`config.mk`:
```
export PLATFORM = sky130hd
export DESIGN_NAME = dma_job_slot_manager_unit_flat
export DESIGN_NICKNAME = d
export VERILOG_FILES = /design/src/hw/rtl/djsm_pkg.sv /design/src/hw/rtl/djsm_req_if.sv /design/src/hw/rtl/djsm_rsp_if.sv /design/src/hw/rtl/djsm_ram.sv /design/src/hw/rtl/djsm_dpath.sv /design/src/hw/rtl/djsm_ctrl.sv /design/src/hw/rtl/dma_job_slot_manager_unit.sv /design/src/flat_wrapper.sv
export SDC_FILE = /design/constraint.sdc
export NUM_CORES = 2
export LEC_CHECK = 0
export ABC_CLOCK_PERIOD_IN_PS = 16700
export BUFFER_PORTS_ARGS = -buffer_cell sky130_fd_sc_hd__clkbuf_2
export CELL_PAD_IN_SITES_DETAIL_PLACEMENT = 2
export CELL_PAD_IN_SITES_GLOBAL_PLACEMENT = 2
export CORE_ASPECT_RATIO = 1.75
export CORE_MARGIN = 4
export CORE_UTILIZATION = 54
export CTS_BUF_LIST = sky130_fd_sc_hd__clkbuf_16
export CTS_CLUSTER_SIZE = 25
export DETAILED_ROUTE_END_ITERATION = 16
export GPL_TIMING_DRIVEN = 0
export PLACE_DENSITY = 0.86
export SLEW_MARGIN = 20
export SYNTH_ARGS = -nofsm -noshare
export SYNTH_HDL_FRONTEND = slang
export SYNTH_SLANG_ARGS = --single-unit
```
`constraint.sdc`:
```
create_clock -name clock -period 16.7 [get_ports clock]
set_clock_uncertainty 0.2 [all_clocks]
set_input_delay 2.505 -clock clock [delete_from_list [all_inputs] [get_ports clock]]
set_output_delay 2.505 -clock clock [all_outputs]
set_load 0.02 [all_outputs]
```
`src/hw/rtl/djsm_pkg.sv`:
```
`timescale 1ns / 1ps
// Shared types and constants for the DMA job slot manager.
// No dependencies; the controller, datapath and top level refer to this package.
package djsm_pkg;

   localparam int SLOT_COUNT_DEF = 16;
   localparam int ID_OUT_W       = 4;

   typedef enum logic [1:0] {
      CMD_SUBMIT  = 2'd0,
      CMD_RUN     = 2'd1,
      CMD_COLLECT = 2'd2
   } cmd_type;

   typedef enum logic [2:0] {
      ST_OK       = 3'd0,
      ST_FULL     = 3'd1,
      ST_LOCKED   = 3'd2,
      ST_EMPTY    = 3'd3,
      ST_NOT_DONE = 3'd4
   } status_type;

   typedef enum logic [3:0] {
      OP_NONE       = 4'd0,
      OP_CAPTURE    = 4'd1,
      OP_SUB_FAIL   = 4'd2,
      OP_FREE_RD    = 4'd3,
      OP_SUB_COMMIT = 4'd4,
      OP_RUN_EMPTY  = 4'd5,
      OP_PEND_RD    = 4'd6,
      OP_DESC_RD    = 4'd7,
      OP_RUN_COMMIT = 4'd8,
      OP_COLLECT    = 4'd9
   } op_type;

   typedef struct packed {
      logic [1:0]  command;
      logic [31:0] src_addr;
      logic [31:0] trg_addr;
      logic [23:0] copy_length;
      logic        src_read_lock;
      logic        trg_write_lock;
      logic [3:0]  job_id;
   } req_type;

   typedef struct packed {
      status_type  status;
      logic [3:0]  slot_id;
      logic        issue_valid;
      logic [31:0] issue_src;
      logic [31:0] issue_trg;
      logic [23:0] issue_length;
   } rsp_type;

   typedef struct packed {
      logic [31:0] src;
      logic [31:0] trg;
      logic [23:0] length;
      logic [1:0]  locks;
   } desc_type;

   localparam int DESC_W = $bits(desc_type);

   typedef struct packed {
      op_type op;
   } ctl_cmd_type;

   typedef struct packed {
      cmd_type command;
      logic    free_none;
      logic    pend_empty;
      logic    rsp_busy;
   } ctl_stat_type;

endpackage

```
`src/hw/rtl/djsm_req_if.sv`:
```
`timescale 1ns / 1ps
// Command channel of the DMA job slot manager: valid/ready plus command payload.
// Standalone; field widths are fixed.
interface djsm_req_if;
   logic        valid;
   logic        ready;
   logic [1:0]  command;
   logic [31:0] src_addr;
   logic [31:0] trg_addr;
   logic [23:0] copy_length;
   logic        src_read_lock;
   logic        trg_write_lock;
   logic [3:0]  job_id;

   modport source (
      output valid, command, src_addr, trg_addr, copy_length,
             src_read_lock, trg_write_lock, job_id,
      input  ready
   );
   modport sink (
      input  valid, command, src_addr, trg_addr, copy_length,
             src_read_lock, trg_write_lock, job_id,
      output ready
   );
endinterface

```
`src/hw/rtl/djsm_rsp_if.sv`:
```
`timescale 1ns / 1ps
// Result channel of the DMA job slot manager: valid/ready plus result payload.
// Standalone; field widths are fixed.
interface djsm_rsp_if;
   logic        valid;
   logic        ready;
   logic [2:0]  status;
   logic [3:0]  slot_id;
   logic        issue_valid;
   logic [31:0] issue_src;
   logic [31:0] issue_trg;
   logic [23:0] issue_length;

   modport source (
      output valid, status, slot_id, issue_valid, issue_src, issue_trg, issue_length,
      input  ready
   );
   modport sink (
      input  valid, status, slot_id, issue_valid, issue_src, issue_trg, issue_length,
      output ready
   );
endinterface

```
`src/hw/rtl/djsm_ram.sv`:
```
`timescale 1ns / 1ps
// Generic simple dual-port RAM: one write port, one read port, registered read.
// Standalone.
module djsm_ram #(
   parameter  int WIDTH = 8,
   parameter  int DEPTH = 16,
   localparam int AW    = (DEPTH > 1) ? $clog2(DEPTH) : 1
) (
   input  logic             clock,
   input  logic             wr_en,
   input  logic [AW-1:0]    wr_addr,
   input  logic [WIDTH-1:0] wr_data,
   input  logic             rd_en,
   input  logic [AW-1:0]    rd_addr,
   output logic [WIDTH-1:0] rd_data
);

   logic [WIDTH-1:0] mem [DEPTH];
   logic [WIDTH-1:0] rd_data_ff;

   always_ff @(posedge clock) begin
      if (wr_en) begin
         mem[wr_addr] <= wr_data;
      end
      if (rd_en) begin
         rd_data_ff <= mem[rd_addr];
      end
   end

   assign rd_data = rd_data_ff;

endmodule

```
`src/hw/rtl/djsm_dpath.sv`:
```
`timescale 1ns / 1ps
// Datapath of the DMA job slot manager: slot stacks, descriptor store, done marks,
// counters and the result register. Uses djsm_pkg and djsm_ram.
module djsm_dpath #(
   parameter int SLOT_COUNT = djsm_pkg::SLOT_COUNT_DEF
) (
   input  logic                   clock,
   input  logic                   reset,
   input  djsm_pkg::ctl_cmd_type  ctl_cmd,
   output djsm_pkg::ctl_stat_type ctl_stat,
   input  djsm_pkg::req_type      req_data,
   output djsm_pkg::rsp_type      rsp_data,
   output logic                   rsp_valid,
   input  logic                   rsp_ready
);

   localparam int IDW = $clog2(SLOT_COUNT);
   localparam int CW  = $clog2(SLOT_COUNT + 1);
   localparam int JW  = (IDW > djsm_pkg::ID_OUT_W) ? IDW : djsm_pkg::ID_OUT_W;

   djsm_pkg::req_type  req_ff, req_in;
   djsm_pkg::rsp_type  rsp_ff, rsp_in;
   logic               rsp_valid_ff, rsp_valid_in;
   logic [CW-1:0]      free_count_ff, free_count_in;
   logic [CW-1:0]      pend_count_ff, pend_count_in;
   logic [SLOT_COUNT-1:0] free_vld_ff, free_vld_in;
   logic [SLOT_COUNT-1:0] done_ff, done_in;
   logic [IDW-1:0]     free_dflt_ff, free_dflt_in;
   logic               free_sel_vld_ff, free_sel_vld_in;
   logic [IDW-1:0]     run_id_ff, run_id_in;

   logic               free_wr_en, free_rd_en;
   logic [IDW-1:0]     free_wr_addr, free_rd_addr, free_wr_data, free_q;
   logic               pend_wr_en, pend_rd_en;
   logic [IDW-1:0]     pend_wr_addr, pend_rd_addr, pend_wr_data, pend_q;
   logic               desc_wr_en, desc_rd_en;
   logic [IDW-1:0]     desc_wr_addr, desc_rd_addr;
   djsm_pkg::desc_type desc_wr_data, desc_q;

   logic [CW-1:0]      free_top, pend_top;
   logic [IDW-1:0]     sub_id;
   logic [JW-1:0]      jid_w;
   logic [IDW-1:0]     jid_idx;
   logic               jid_ok;
   logic [31:0]        dflt_full;

   function automatic logic [3:0] id_out(input logic [IDW-1:0] id);
      logic [JW-1:0] w;
      w = JW'(id);
      return w[3:0];
   endfunction

   djsm_ram #(.WIDTH(IDW), .DEPTH(SLOT_COUNT)) u_free_ram (
      .clock   (clock),
      .wr_en   (free_wr_en),
      .wr_addr (free_wr_addr),
      .wr_data (free_wr_data),
      .rd_en   (free_rd_en),
      .rd_addr (free_rd_addr),
      .rd_data (free_q)
   );

   djsm_ram #(.WIDTH(IDW), .DEPTH(SLOT_COUNT)) u_pend_ram (
      .clock   (clock),
      .wr_en   (pend_wr_en),
      .wr_addr (pend_wr_addr),
      .wr_data (pend_wr_data),
      .rd_en   (pend_rd_en),
      .rd_addr (pend_rd_addr),
      .rd_data (pend_q)
   );

   djsm_ram #(.WIDTH(djsm_pkg::DESC_W), .DEPTH(SLOT_COUNT)) u_desc_ram (
      .clock   (clock),
      .wr_en   (desc_wr_en),
      .wr_addr (desc_wr_addr),
      .wr_data (desc_wr_data),
      .rd_en   (desc_rd_en),
      .rd_addr (desc_rd_addr),
      .rd_data (desc_q)
   );

   assign free_top  = free_count_ff - CW'(1);
   assign pend_top  = pend_count_ff - CW'(1);
   assign dflt_full = 32'(SLOT_COUNT) - 32'(free_count_ff);
   // never-pushed entries of the free stack hold their reset id
   assign sub_id    = free_sel_vld_ff ? free_q : free_dflt_ff;
   assign jid_w     = JW'(req_ff.job_id);
   assign jid_idx   = jid_w[IDW-1:0];
   assign jid_ok    = (32'(req_ff.job_id) < 32'(SLOT_COUNT)) && done_ff[jid_idx] &&
                      (free_count_ff < CW'(SLOT_COUNT));

   always_comb begin
      req_in          = req_ff;
      rsp_in          = rsp_ff;
      rsp_valid_in    = rsp_valid_ff;
      free_count_in   = free_count_ff;
      pend_count_in   = pend_count_ff;
      free_vld_in     = free_vld_ff;
      done_in         = done_ff;
      free_dflt_in    = free_dflt_ff;
      free_sel_vld_in = free_sel_vld_ff;
      run_id_in       = run_id_ff;

      free_wr_en   = 1'b0;
      free_wr_addr = free_count_ff[IDW-1:0];
      free_wr_data = jid_idx;
      free_rd_en   = 1'b0;
      free_rd_addr = free_top[IDW-1:0];
      pend_wr_en   = 1'b0;
      pend_wr_addr = pend_count_ff[IDW-1:0];
      pend_wr_data = sub_id;
      pend_rd_en   = 1'b0;
      pend_rd_addr = pend_top[IDW-1:0];
      desc_wr_en   = 1'b0;
      desc_wr_addr = sub_id;
      desc_wr_data.src    = req_ff.src_addr;
      desc_wr_data.trg    = req_ff.trg_addr;
      desc_wr_data.length = req_ff.copy_length;
      desc_wr_data.locks  = {req_ff.trg_write_lock, req_ff.src_read_lock};
      desc_rd_en   = 1'b0;
      desc_rd_addr = pend_q;

      if (rsp_valid_ff && rsp_ready) begin
         rsp_valid_in = 1'b0;
      end

      case (ctl_cmd.op)
         djsm_pkg::OP_CAPTURE: begin
            req_in = req_data;
         end
         djsm_pkg::OP_SUB_FAIL: begin
            rsp_in        = '0;
            rsp_in.status = djsm_pkg::ST_FULL;
            rsp_valid_in  = 1'b1;
         end
         djsm_pkg::OP_FREE_RD: begin
            free_rd_en      = 1'b1;
            free_sel_vld_in = free_vld_ff[free_top[IDW-1:0]];
            free_dflt_in    = dflt_full[IDW-1:0];
         end
         djsm_pkg::OP_SUB_COMMIT: begin
            desc_wr_en      = 1'b1;
            pend_wr_en      = 1'b1;
            done_in[sub_id] = 1'b0;
            free_count_in   = free_count_ff - CW'(1);
            pend_count_in   = pend_count_ff + CW'(1);
            rsp_in          = '0;
            rsp_in.status   = djsm_pkg::ST_OK;
            rsp_in.slot_id  = id_out(sub_id);
            rsp_valid_in    = 1'b1;
         end
         djsm_pkg::OP_RUN_EMPTY: begin
            rsp_in        = '0;
            rsp_in.status = djsm_pkg::ST_EMPTY;
            rsp_valid_in  = 1'b1;
         end
         djsm_pkg::OP_PEND_RD: begin
            pend_rd_en = 1'b1;
         end
         djsm_pkg::OP_DESC_RD: begin
            desc_rd_en = 1'b1;
            run_id_in  = pend_q;
         end
         djsm_pkg::OP_RUN_COMMIT: begin
            rsp_in         = '0;
            rsp_in.slot_id = id_out(run_id_ff);
            rsp_valid_in   = 1'b1;
            if (desc_q.locks != 2'b00) begin
               rsp_in.status = djsm_pkg::ST_LOCKED;
            end else begin
               rsp_in.status       = djsm_pkg::ST_OK;
               rsp_in.issue_valid  = 1'b1;
               rsp_in.issue_src    = desc_q.src;
               rsp_in.issue_trg    = desc_q.trg;
               rsp_in.issue_length = desc_q.length;
               done_in[run_id_ff]  = 1'b1;
               pend_count_in       = pend_count_ff - CW'(1);
            end
         end
         djsm_pkg::OP_COLLECT: begin
            rsp_in         = '0;
            rsp_in.slot_id = req_ff.job_id;
            rsp_valid_in   = 1'b1;
            if (jid_ok) begin
               rsp_in.status                       = djsm_pkg::ST_OK;
               done_in[jid_idx]                    = 1'b0;
               free_wr_en                          = 1'b1;
               free_vld_in[free_count_ff[IDW-1:0]] = 1'b1;
               free_count_in                       = free_count_ff + CW'(1);
            end else begin
               rsp_in.status = djsm_pkg::ST_NOT_DONE;
            end
         end
         default: begin
         end
      endcase
   end

   always_ff @(posedge clock) begin
      if (reset) begin
         rsp_valid_ff  <= 1'b0;
         free_count_ff <= CW'(SLOT_COUNT);
         pend_count_ff <= '0;
         free_vld_ff   <= '0;
         done_ff       <= '0;
      end else begin
         rsp_valid_ff  <= rsp_valid_in;
         free_count_ff <= free_count_in;
         pend_count_ff <= pend_count_in;
         free_vld_ff   <= free_vld_in;
         done_ff       <= done_in;
      end
   end

   always_ff @(posedge clock) begin
      req_ff          <= req_in;
      rsp_ff          <= rsp_in;
      free_dflt_ff    <= free_dflt_in;
      free_sel_vld_ff <= free_sel_vld_in;
      run_id_ff       <= run_id_in;
   end

   assign ctl_stat.command    = djsm_pkg::cmd_type'(req_ff.command);
   assign ctl_stat.free_none  = (free_count_ff == '0) || (pend_count_ff >= CW'(SLOT_COUNT));
   assign ctl_stat.pend_empty = (pend_count_ff == '0);
   assign ctl_stat.rsp_busy   = rsp_valid_ff;

   assign rsp_data  = rsp_ff;
   assign rsp_valid = rsp_valid_ff;

endmodule

```
`src/hw/rtl/djsm_ctrl.sv`:
```
`timescale 1ns / 1ps
// Controller of the DMA job slot manager: sequences each command beat into
// datapath operations. Uses djsm_pkg.
module djsm_ctrl (
   input  logic                   clock,
   input  logic                   reset,
   input  logic                   req_valid,
   output logic                   req_ready,
   input  djsm_pkg::ctl_stat_type ctl_stat,
   output djsm_pkg::ctl_cmd_type  ctl_cmd
);

   typedef enum logic [4:0] {
      S_IDLE     = 5'b00001,
      S_DISPATCH = 5'b00010,
      S_SUB      = 5'b00100,
      S_RUN_ID   = 5'b01000,
      S_RUN_FIN  = 5'b10000
   } state_type;

   state_type state_ff, state_in;

   always_comb begin
      state_in   = state_ff;
      ctl_cmd.op = djsm_pkg::OP_NONE;
      req_ready  = 1'b0;

      unique case (state_ff)
         S_IDLE: begin
            req_ready = 1'b1;
            if (req_valid) begin
               ctl_cmd.op = djsm_pkg::OP_CAPTURE;
               state_in   = S_DISPATCH;
            end
         end
         S_DISPATCH: begin
            unique case (ctl_stat.command)
               djsm_pkg::CMD_SUBMIT: begin
                  if (!ctl_stat.free_none) begin
                     ctl_cmd.op = djsm_pkg::OP_FREE_RD;
                     state_in   = S_SUB;
                  end else if (!ctl_stat.rsp_busy) begin
                     ctl_cmd.op = djsm_pkg::OP_SUB_FAIL;
                     state_in   = S_IDLE;
                  end
               end
               djsm_pkg::CMD_RUN: begin
                  if (!ctl_stat.pend_empty) begin
                     ctl_cmd.op = djsm_pkg::OP_PEND_RD;
                     state_in   = S_RUN_ID;
                  end else if (!ctl_stat.rsp_busy) begin
                     ctl_cmd.op = djsm_pkg::OP_RUN_EMPTY;
                     state_in   = S_IDLE;
                  end
               end
               djsm_pkg::CMD_COLLECT: begin
                  if (!ctl_stat.rsp_busy) begin
                     ctl_cmd.op = djsm_pkg::OP_COLLECT;
                     state_in   = S_IDLE;
                  end
               end
               default: begin
                  state_in = S_IDLE;
               end
            endcase
         end
         S_SUB: begin
            if (!ctl_stat.rsp_busy) begin
               ctl_cmd.op = djsm_pkg::OP_SUB_COMMIT;
               state_in   = S_IDLE;
            end
         end
         S_RUN_ID: begin
            ctl_cmd.op = djsm_pkg::OP_DESC_RD;
            state_in   = S_RUN_FIN;
         end
         S_RUN_FIN: begin
            if (!ctl_stat.rsp_busy) begin
               ctl_cmd.op = djsm_pkg::OP_RUN_COMMIT;
               state_in   = S_IDLE;
            end
         end
         default: begin
            state_in = S_IDLE;
         end
      endcase
   end

   always_ff @(posedge clock) begin
      if (reset) begin
         state_ff <= S_IDLE;
      end else begin
         state_ff <= state_in;
      end
   end

endmodule

```
`src/hw/rtl/dma_job_slot_manager_unit.sv`:
```
`timescale 1ns / 1ps
// Top level of the DMA job slot manager: controller, datapath and checks.
// Uses djsm_pkg, djsm_req_if, djsm_rsp_if, djsm_ctrl and djsm_dpath.
//
// req_bus carries command beats (submit, run, collect); rsp_bus returns one
// result beat per command 0..2, command 3 is dropped without a result.
// One command is in flight at a time. req_bus.ready is high only while the
// controller is idle. A collect, a failed submit or an empty run is committed
// straight from dispatch; a submit first reads the free stack and a run the
// pending stack and then the descriptor RAM, as these reads are registered.
// A new beat is taken only once the controller is back in idle after the
// previous command's commit, or after dispatch for command 3.
// A finished result sits in the output register; the next command is
// accepted meanwhile and only its commit waits while that register is full.
// Reset (synchronous) puts all slots on the free stack with slot 0 on top,
// empties the pending stack and clears all done marks; no clearing pass.
module dma_job_slot_manager_unit #(
   parameter int SLOT_COUNT = djsm_pkg::SLOT_COUNT_DEF
) (
   input logic          clock,
   input logic          reset,
   djsm_req_if.sink     req_bus,
   djsm_rsp_if.source   rsp_bus
);

   djsm_pkg::ctl_cmd_type  ctl_cmd;
   djsm_pkg::ctl_stat_type ctl_stat;
   djsm_pkg::req_type      req_data;
   djsm_pkg::rsp_type      rsp_data;
   logic                   rsp_valid;
   logic                   req_ready;
   logic                   commit_op;

   assign req_data.command        = req_bus.command;
   assign req_data.src_addr       = req_bus.src_addr;
   assign req_data.trg_addr       = req_bus.trg_addr;
   assign req_data.copy_length    = req_bus.copy_length;
   assign req_data.src_read_lock  = req_bus.src_read_lock;
   assign req_data.trg_write_lock = req_bus.trg_write_lock;
   assign req_data.job_id         = req_bus.job_id;
   assign req_bus.ready           = req_ready;

   djsm_ctrl u_ctrl (
      .clock     (clock),
      .reset     (reset),
      .req_valid (req_bus.valid),
      .req_ready (req_ready),
      .ctl_stat  (ctl_stat),
      .ctl_cmd   (ctl_cmd)
   );

   djsm_dpath #(.SLOT_COUNT(SLOT_COUNT)) u_dpath (
      .clock     (clock),
      .reset     (reset),
      .ctl_cmd   (ctl_cmd),
      .ctl_stat  (ctl_stat),
      .req_data  (req_data),
      .rsp_data  (rsp_data),
      .rsp_valid (rsp_valid),
      .rsp_ready (rsp_bus.ready)
   );

   assign rsp_bus.valid        = rsp_valid;
   assign rsp_bus.status       = rsp_data.status;
   assign rsp_bus.slot_id      = rsp_data.slot_id;
   assign rsp_bus.issue_valid  = rsp_data.issue_valid;
   assign rsp_bus.issue_src    = rsp_data.issue_src;
   assign rsp_bus.issue_trg    = rsp_data.issue_trg;
   assign rsp_bus.issue_length = rsp_data.issue_length;

   assign commit_op = (ctl_cmd.op == djsm_pkg::OP_SUB_FAIL)   ||
                      (ctl_cmd.op == djsm_pkg::OP_SUB_COMMIT) ||
                      (ctl_cmd.op == djsm_pkg::OP_RUN_EMPTY)  ||
                      (ctl_cmd.op == djsm_pkg::OP_RUN_COMMIT) ||
                      (ctl_cmd.op == djsm_pkg::OP_COLLECT);

   a_commit_needs_room: assert property (@(posedge clock) disable iff (reset)
      commit_op |-> !ctl_stat.rsp_busy)
      else $error("result committed while output register full");

   a_commit_shows_result: assert property (@(posedge clock) disable iff (reset)
      commit_op |=> rsp_bus.valid)
      else $error("committed result not presented");

   a_one_in_flight: assert property (@(posedge clock) disable iff (reset)
      (req_bus.valid && req_bus.ready) |=> !req_bus.ready)
      else $error("second command accepted while one in flight");

   a_issue_only_ok: assert property (@(posedge clock) disable iff (reset)
      (rsp_bus.valid && rsp_bus.issue_valid) |-> (rsp_bus.status == djsm_pkg::ST_OK))
      else $error("descriptor issued with non-ok status");

endmodule
```
`src/flat_wrapper.sv`:
```
// flat-port wrapper written by rule: the top's interface ports become plain ports
module dma_job_slot_manager_unit_flat 
#(
   parameter int SLOT_COUNT = djsm_pkg::SLOT_COUNT_DEF
)
  (clock, reset, req_bus_valid, req_bus_command, req_bus_src_addr, req_bus_trg_addr, req_bus_copy_length, req_bus_src_read_lock, req_bus_trg_write_lock, req_bus_job_id, req_bus_ready, rsp_bus_valid, rsp_bus_status, rsp_bus_slot_id, rsp_bus_issue_valid, rsp_bus_issue_src, rsp_bus_issue_trg, rsp_bus_issue_length, rsp_bus_ready);
  djsm_req_if req_bus_i ();
  djsm_rsp_if rsp_bus_i ();
  input logic clock;
  input logic reset;
  input wire logic [$bits(req_bus_i.valid)-1:0] req_bus_valid;
  input wire logic [$bits(req_bus_i.command)-1:0] req_bus_command;
  input wire logic [$bits(req_bus_i.src_addr)-1:0] req_bus_src_addr;
  input wire logic [$bits(req_bus_i.trg_addr)-1:0] req_bus_trg_addr;
  input wire logic [$bits(req_bus_i.copy_length)-1:0] req_bus_copy_length;
  input wire logic [$bits(req_bus_i.src_read_lock)-1:0] req_bus_src_read_lock;
  input wire logic [$bits(req_bus_i.trg_write_lock)-1:0] req_bus_trg_write_lock;
  input wire logic [$bits(req_bus_i.job_id)-1:0] req_bus_job_id;
  output wire logic [$bits(req_bus_i.ready)-1:0] req_bus_ready;
  output wire logic [$bits(rsp_bus_i.valid)-1:0] rsp_bus_valid;
  output wire logic [$bits(rsp_bus_i.status)-1:0] rsp_bus_status;
  output wire logic [$bits(rsp_bus_i.slot_id)-1:0] rsp_bus_slot_id;
  output wire logic [$bits(rsp_bus_i.issue_valid)-1:0] rsp_bus_issue_valid;
  output wire logic [$bits(rsp_bus_i.issue_src)-1:0] rsp_bus_issue_src;
  output wire logic [$bits(rsp_bus_i.issue_trg)-1:0] rsp_bus_issue_trg;
  output wire logic [$bits(rsp_bus_i.issue_length)-1:0] rsp_bus_issue_length;
  input wire logic [$bits(rsp_bus_i.ready)-1:0] rsp_bus_ready;
  assign req_bus_i.valid = req_bus_valid;
  assign req_bus_i.command = req_bus_command;
  assign req_bus_i.src_addr = req_bus_src_addr;
  assign req_bus_i.trg_addr = req_bus_trg_addr;
  assign req_bus_i.copy_length = req_bus_copy_length;
  assign req_bus_i.src_read_lock = req_bus_src_read_lock;
  assign req_bus_i.trg_write_lock = req_bus_trg_write_lock;
  assign req_bus_i.job_id = req_bus_job_id;
  assign req_bus_ready = req_bus_i.ready;
  assign rsp_bus_valid = rsp_bus_i.valid;
  assign rsp_bus_status = rsp_bus_i.status;
  assign rsp_bus_slot_id = rsp_bus_i.slot_id;
  assign rsp_bus_issue_valid = rsp_bus_i.issue_valid;
  assign rsp_bus_issue_src = rsp_bus_i.issue_src;
  assign rsp_bus_issue_trg = rsp_bus_i.issue_trg;
  assign rsp_bus_issue_length = rsp_bus_i.issue_length;
  assign rsp_bus_i.ready = rsp_bus_ready;
  dma_job_slot_manager_unit #(.SLOT_COUNT(SLOT_COUNT)) u_core (.clock(clock), .reset(reset), .req_bus(req_bus_i), .rsp_bus(rsp_bus_i));
endmodule
```
==> run metrics, run 1 <==
Die Ht 491.2 um; Port Buf Inserts 196; Max Root-Sink Buffers 3; Placer Congestion 0.8472; dpl cells 5067; register area share after synthesis 0.7916; syn_area_per_cell 23.56 sq um; post-synth cell types 72; hold_buf cts 0; outcome aborted with a tool error; hpwl dp 177600 um; Synth Instances 3058; yosys warns 0; net count after synthesis 3168; Post-synth EDFFs 1867; synthesized area 72040 sq um; Resized Gates After CTS 0; CTS H-Tree Depth 4; # IOs 198; CTS Buf Count 168; Std-Cell Rows 177; initial core utilization 0.5431; Async SR Flop Fraction 0; dpl cell area 77990 sq um; chip width 284.1 um; Most used DFF post-synth edfxtp_1; post-CTS setup repair buffer count 0; Root Driver clkbuf_16; Exit stage clock tree synthesis (4_1_cts); clock sink total 1915; #FFs+latches synth 1915; Tool Error [ERROR DPL-0033] detailed placement checks failed during check placement.
## synth_stat cells (3+ instances only)
cell | instances | share of area
nor2_1 | 83 | 0.0043
a211oi_1 | 3 | 0.00031
buf_1 | 16 | 0.00083
o22ai_1 | 13 | 0.0011
and3_1 | 9 | 0.00078
clkbuf_1 | 91 | 0.0047
nor3b_1 | 8 | 0.00083
nor3_1 | 7 | 0.00049
xnor2_1 | 11 | 0.0013
nor4_1 | 3 | 0.00026
edfxtp_1 | 1867 | 0.78
o41ai_1 | 7 | 0.00085
and4_1 | 4 | 0.00049
nand2_1 | 23 | 0.0012
or3_1 | 3 | 0.00026
nand2b_1 | 10 | 0.00087
a22oi_1 | 3 | 0.00031
nor2b_1 | 10 | 0.00087
buf_2 | 39 | 0.0027
dfxtp_1 | 48 | 0.013
or2_2 | 4 | 0.00035
inv_1 | 29 | 0.0015
and2_1 | 91 | 0.0079
a222oi_1 | 4 | 0.00056
a31oi_4 | 10 | 0.0030
o21ai_0 | 18 | 0.0013
ha_1 | 10 | 0.0017
and4b_1 | 4 | 0.00056
a21oi_1 | 22 | 0.0015
o31ai_1 | 9 | 0.00094
mux4_2 | 495 | 0.15
mux2i_1 | 12 | 0.0017
nand3_1 | 24 | 0.0017
or4_1 | 3 | 0.00031
a31oi_1 | 17 | 0.0015
## per-stage QoR
stage / utilization / setup WS, ns
floorplan: - / 8.017
global placement: 0.5665 / -0.4037
detailed placement: 0.5879 / 11.84
## cells by family after synthesis
logic type      synth area share
compound gates           0.01356
simple gates             0.02426
fa+ha+maj               0.001737
xor+xnor                0.001459
buf+inv                  0.01084
mux                       0.1566
flops                     0.7916
==> inputs of run 2 (changes only) <==
--- a/config.mk
+++ b/config.mk
@@ -7,16 +7,11 @@
 export LEC_CHECK = 0
 export ABC_CLOCK_PERIOD_IN_PS = 16700
 export BUFFER_PORTS_ARGS = -buffer_cell sky130_fd_sc_hd__clkbuf_2
-export CELL_PAD_IN_SITES_DETAIL_PLACEMENT = 2
-export CELL_PAD_IN_SITES_GLOBAL_PLACEMENT = 2
-export CORE_ASPECT_RATIO = 1.75
 export CORE_MARGIN = 4
-export CORE_UTILIZATION = 54
-export CTS_BUF_LIST = sky130_fd_sc_hd__clkbuf_16
-export CTS_CLUSTER_SIZE = 25
+export CORE_UTILIZATION = 40
 export DETAILED_ROUTE_END_ITERATION = 16
 export GPL_TIMING_DRIVEN = 0
-export PLACE_DENSITY = 0.86
+export PLACE_DENSITY_LB_ADDON = 0.15
 export SLEW_MARGIN = 20
 export SYNTH_ARGS = -nofsm -noshare
 export SYNTH_HDL_FRONTEND = slang
==> run 2 against run 1 <==
The flow now finishes without violations. Synthesized area unchanged. Synthesized cell count unchanged.
==> run metrics, run 2 <==
outcome finished, final reports clean; Total Power 9574 uW; vias in the first global route 35485; most numerous cell in the Yosys netlist edfxtp_1; synthesized area 72040 sq um; Resized Gates After CTS 0; vias per cell 5.549; Final Setup Violations 0; Leak 0.02727 uW; cell taking the most area after synthesis edfxtp_1; fin crit share 0.3044; flip-flop count of the largest register after layout 1440; CP Cell Sequence buf_2, or3_2, nor3b_1, clkbuf_2; Std-Cell Rows 155; NetSw 1942 uW; # IOs 198; worst hold path type reg -> reg; commonest non-fill, non-tap cell in the layout edfxtp_1; CTS H-Tree Depth 4; Synth top area share 0.7782; internal power 7632 uW; CP delay by family, top simple AND/OR/NAND/NOR gates; largest register by flop count u_core.u_dpath.u_desc_ram.mem; flop-to-flop setup slack 12.13 ns; GRT overflow 0; Max Root-Sink Buffers 3; ANT nets after route 0; initial antenna violation count 9; Root Driver clkbuf_16; hpwl dp 121900 um; first-pass GRT wire length 264800 um; RSZ-0062 raised after global routing no; Setup TNS Final 0 ns; Fin. Hold Viols 0; share of power burned in registers 0.561; Slew @ Worst Pin 1.120 ns; Worst path slowest cell or3_2; Compound-Gate Fraction of Synth Area 0.01356; Most used DFF post-synth edfxtp_1; Synth Instances 3058; setup ws final 11.62 ns; via count 33889; #FFs+latches synth 1915; worst slack, placed 11.56 ns; number of buffers and inverters on the critical path 2; clock sink total 1915; clk_lat worst skew 0.82 ns; CTS tree yes; Starting DRT DRC Count 3615; post-CTS setup repair buffer count 0; Final Net Count 3691; Post-Synth XOR/XNOR Area 0.001459; Die Ht 432.4 um; most frequent cells in the layout 1867 x edfxtp_1, 495 x mux4_2, 222 x clkbuf_2, 197 x clkbuf_16, 109 x clkbuf_1; Total GRT Usage 0.2020; share of cells above drive strength 1 0.3253; register area share after synthesis 0.7916; post-synthesis adder-cell area fraction 0.001737; combinational fraction of design power 0.007; Setup CP Type reg -> out; Critical Path AT 2.38 ns; Routed Wire Length 188800 um; power per cell area 112.2 nW/um^2; Max-slew headroom 0.2536; initial core utilization 0.4029; Placer Congestion 0.7956; Worst Setup End Kind output pin; Post-synth EDFFs 1867; yosys warns 0; sw frac 0.2028; worst hold stages 0; chip width 432.4 um; most frequent cells after synthesis 1867 x edfxtp_1, 495 x mux4_2, 91 x and2_1, 91 x clkbuf_1, 83 x nor2_1; worst reg2reg path depth 11; Crit path required time 13.99 ns; syn_area_per_cell 23.56 sq um; post-synth cell types 72; max-slew violation count 0; Synth area leaders edfxtp_1 78%, mux4_2 15%, dfxtp_1 1.3%; clock power share 0.432; worst-path fanout max 10; CTS Buf Count 197; Async SR Flop Fraction 0; CP Launch Type register; Core Area 178800 sq um; Worst VDD drop 0.08844 mV; Levels on crit path 4; drt pass-1 iters 8; net count after synthesis 3168; Port Buf Inserts 196; Area growth, synth to finish 18.47%; multiplexer area fraction after synthesis 0.1566; simple-gate portion of the synthesized area 0.02426; Worst path max stage delay 0.52 ns; largest family of logic cells by synthesized area multiplexers; FMAX 0.1967 GHz; die area 187000 sq um; Routed WL per cell 30.92 um; max-cap violations 0; drc violations 0; CTS clock-pin slew for the worst setup and hold paths 0.06 ns; largest net degree at the start of global routing 40; min cycle time layout 5.083 ns; hold_buf cts 0
run 2: per-stage QoR:
stage | hold WS [ns] | instances | cell area, sq um | utilization
4_1_cts | 0.2587 | 6105 | 85340 | 0.4773
6_report | 0.2625 | 6107 | 85350 | 0.4773
2_1_floorplan | 0.2206 | 3058 | 72040 | -
5_1_grt | 0.2789 | 6105 | 85340 | 0.4773
3_3_place_gp | 0.2581 | 5609 | 75970 | 0.4249
3_5_place_dp | 0.2503 | 5737 | 79260 | 0.4433
run 2: cell families (layout without fill, tap and decap cells):
family,count (synthesis),count (layout)
flip-flops,1915,1915
multiplexers,508,508
AND/OR/NAND/NOR,306,306
buffers and inverters,182,874
AO/OA/AOI/OAI,125,125
XOR/XNOR,12,12
adder cells (fa/ha/maj),10,10
other,0,2
run 2: worst reg2reg max path, delay by kind of cell, from the launching register on:
family,cells,cell delay (ns)
buffers and inverters,5,1.68
AOI/OAI and AO/OA,3,0.94
and+or+nand+nor,2,0.71
DFF,1,0.40
adders and majority gates,1,0.26
run 2: path summary, 6_finish.rpt:
path	from	to
hold / removal	u_core.u_dpath.u_pend_ram.rd_data[3]	u_core.u_dpath.run_id_ff[3]
setup reg to reg	u_core.u_dpath.free_count_ff[0]	u_core.u_dpath.rsp_data[74]
hold reg to reg	u_core.u_dpath.u_pend_ram.rd_data[3]	u_core.u_dpath.run_id_ff[3]
setup / recovery	u_core.u_ctrl.state_ff[1]	req_bus_ready
run 2: area by class of cell:
type | instances | area (sq um)
Fill cell | 14447 | 93460
Sequential cell | 1915 | 57020
Multi-Input combinational cell | 961 | 14370
Clock buffer | 240 | 5091
Timing Repair Buffer | 324 | 4094
Tap cell | 2355 | 2947
Clock inverter | 128 | 987.2
Buffer | 152 | 713.2
Inverter | 30 | 112.6
Antenna cell | 2 | 5.005
run 2: power by group through the flow:
stage                     Combinational, uW  Clock (uW)  Sequential, uW
after floorplan                        23.8           0            5450
after global placement                 61.0           0            5470
after detailed placement               69.0           0            5480
after CTS                              69.2        4230            5370
after global routing                   71.4        4440            5380
final                                  66.9        4130            5380
run 2: routing by layer:
layer | track usage | vias to the layer above | routed length [um]
met5 | 0 | - | 0
met2 | 0.3521 | 1232 | 97860
met1 | 0.2617 | 18296 | 75300
met3 | 0.03191 | 296 | 9980
li1 | - | 14065 | -
met4 | 0.06192 | 0 | 5688
(Power assumes the default switching activity.)
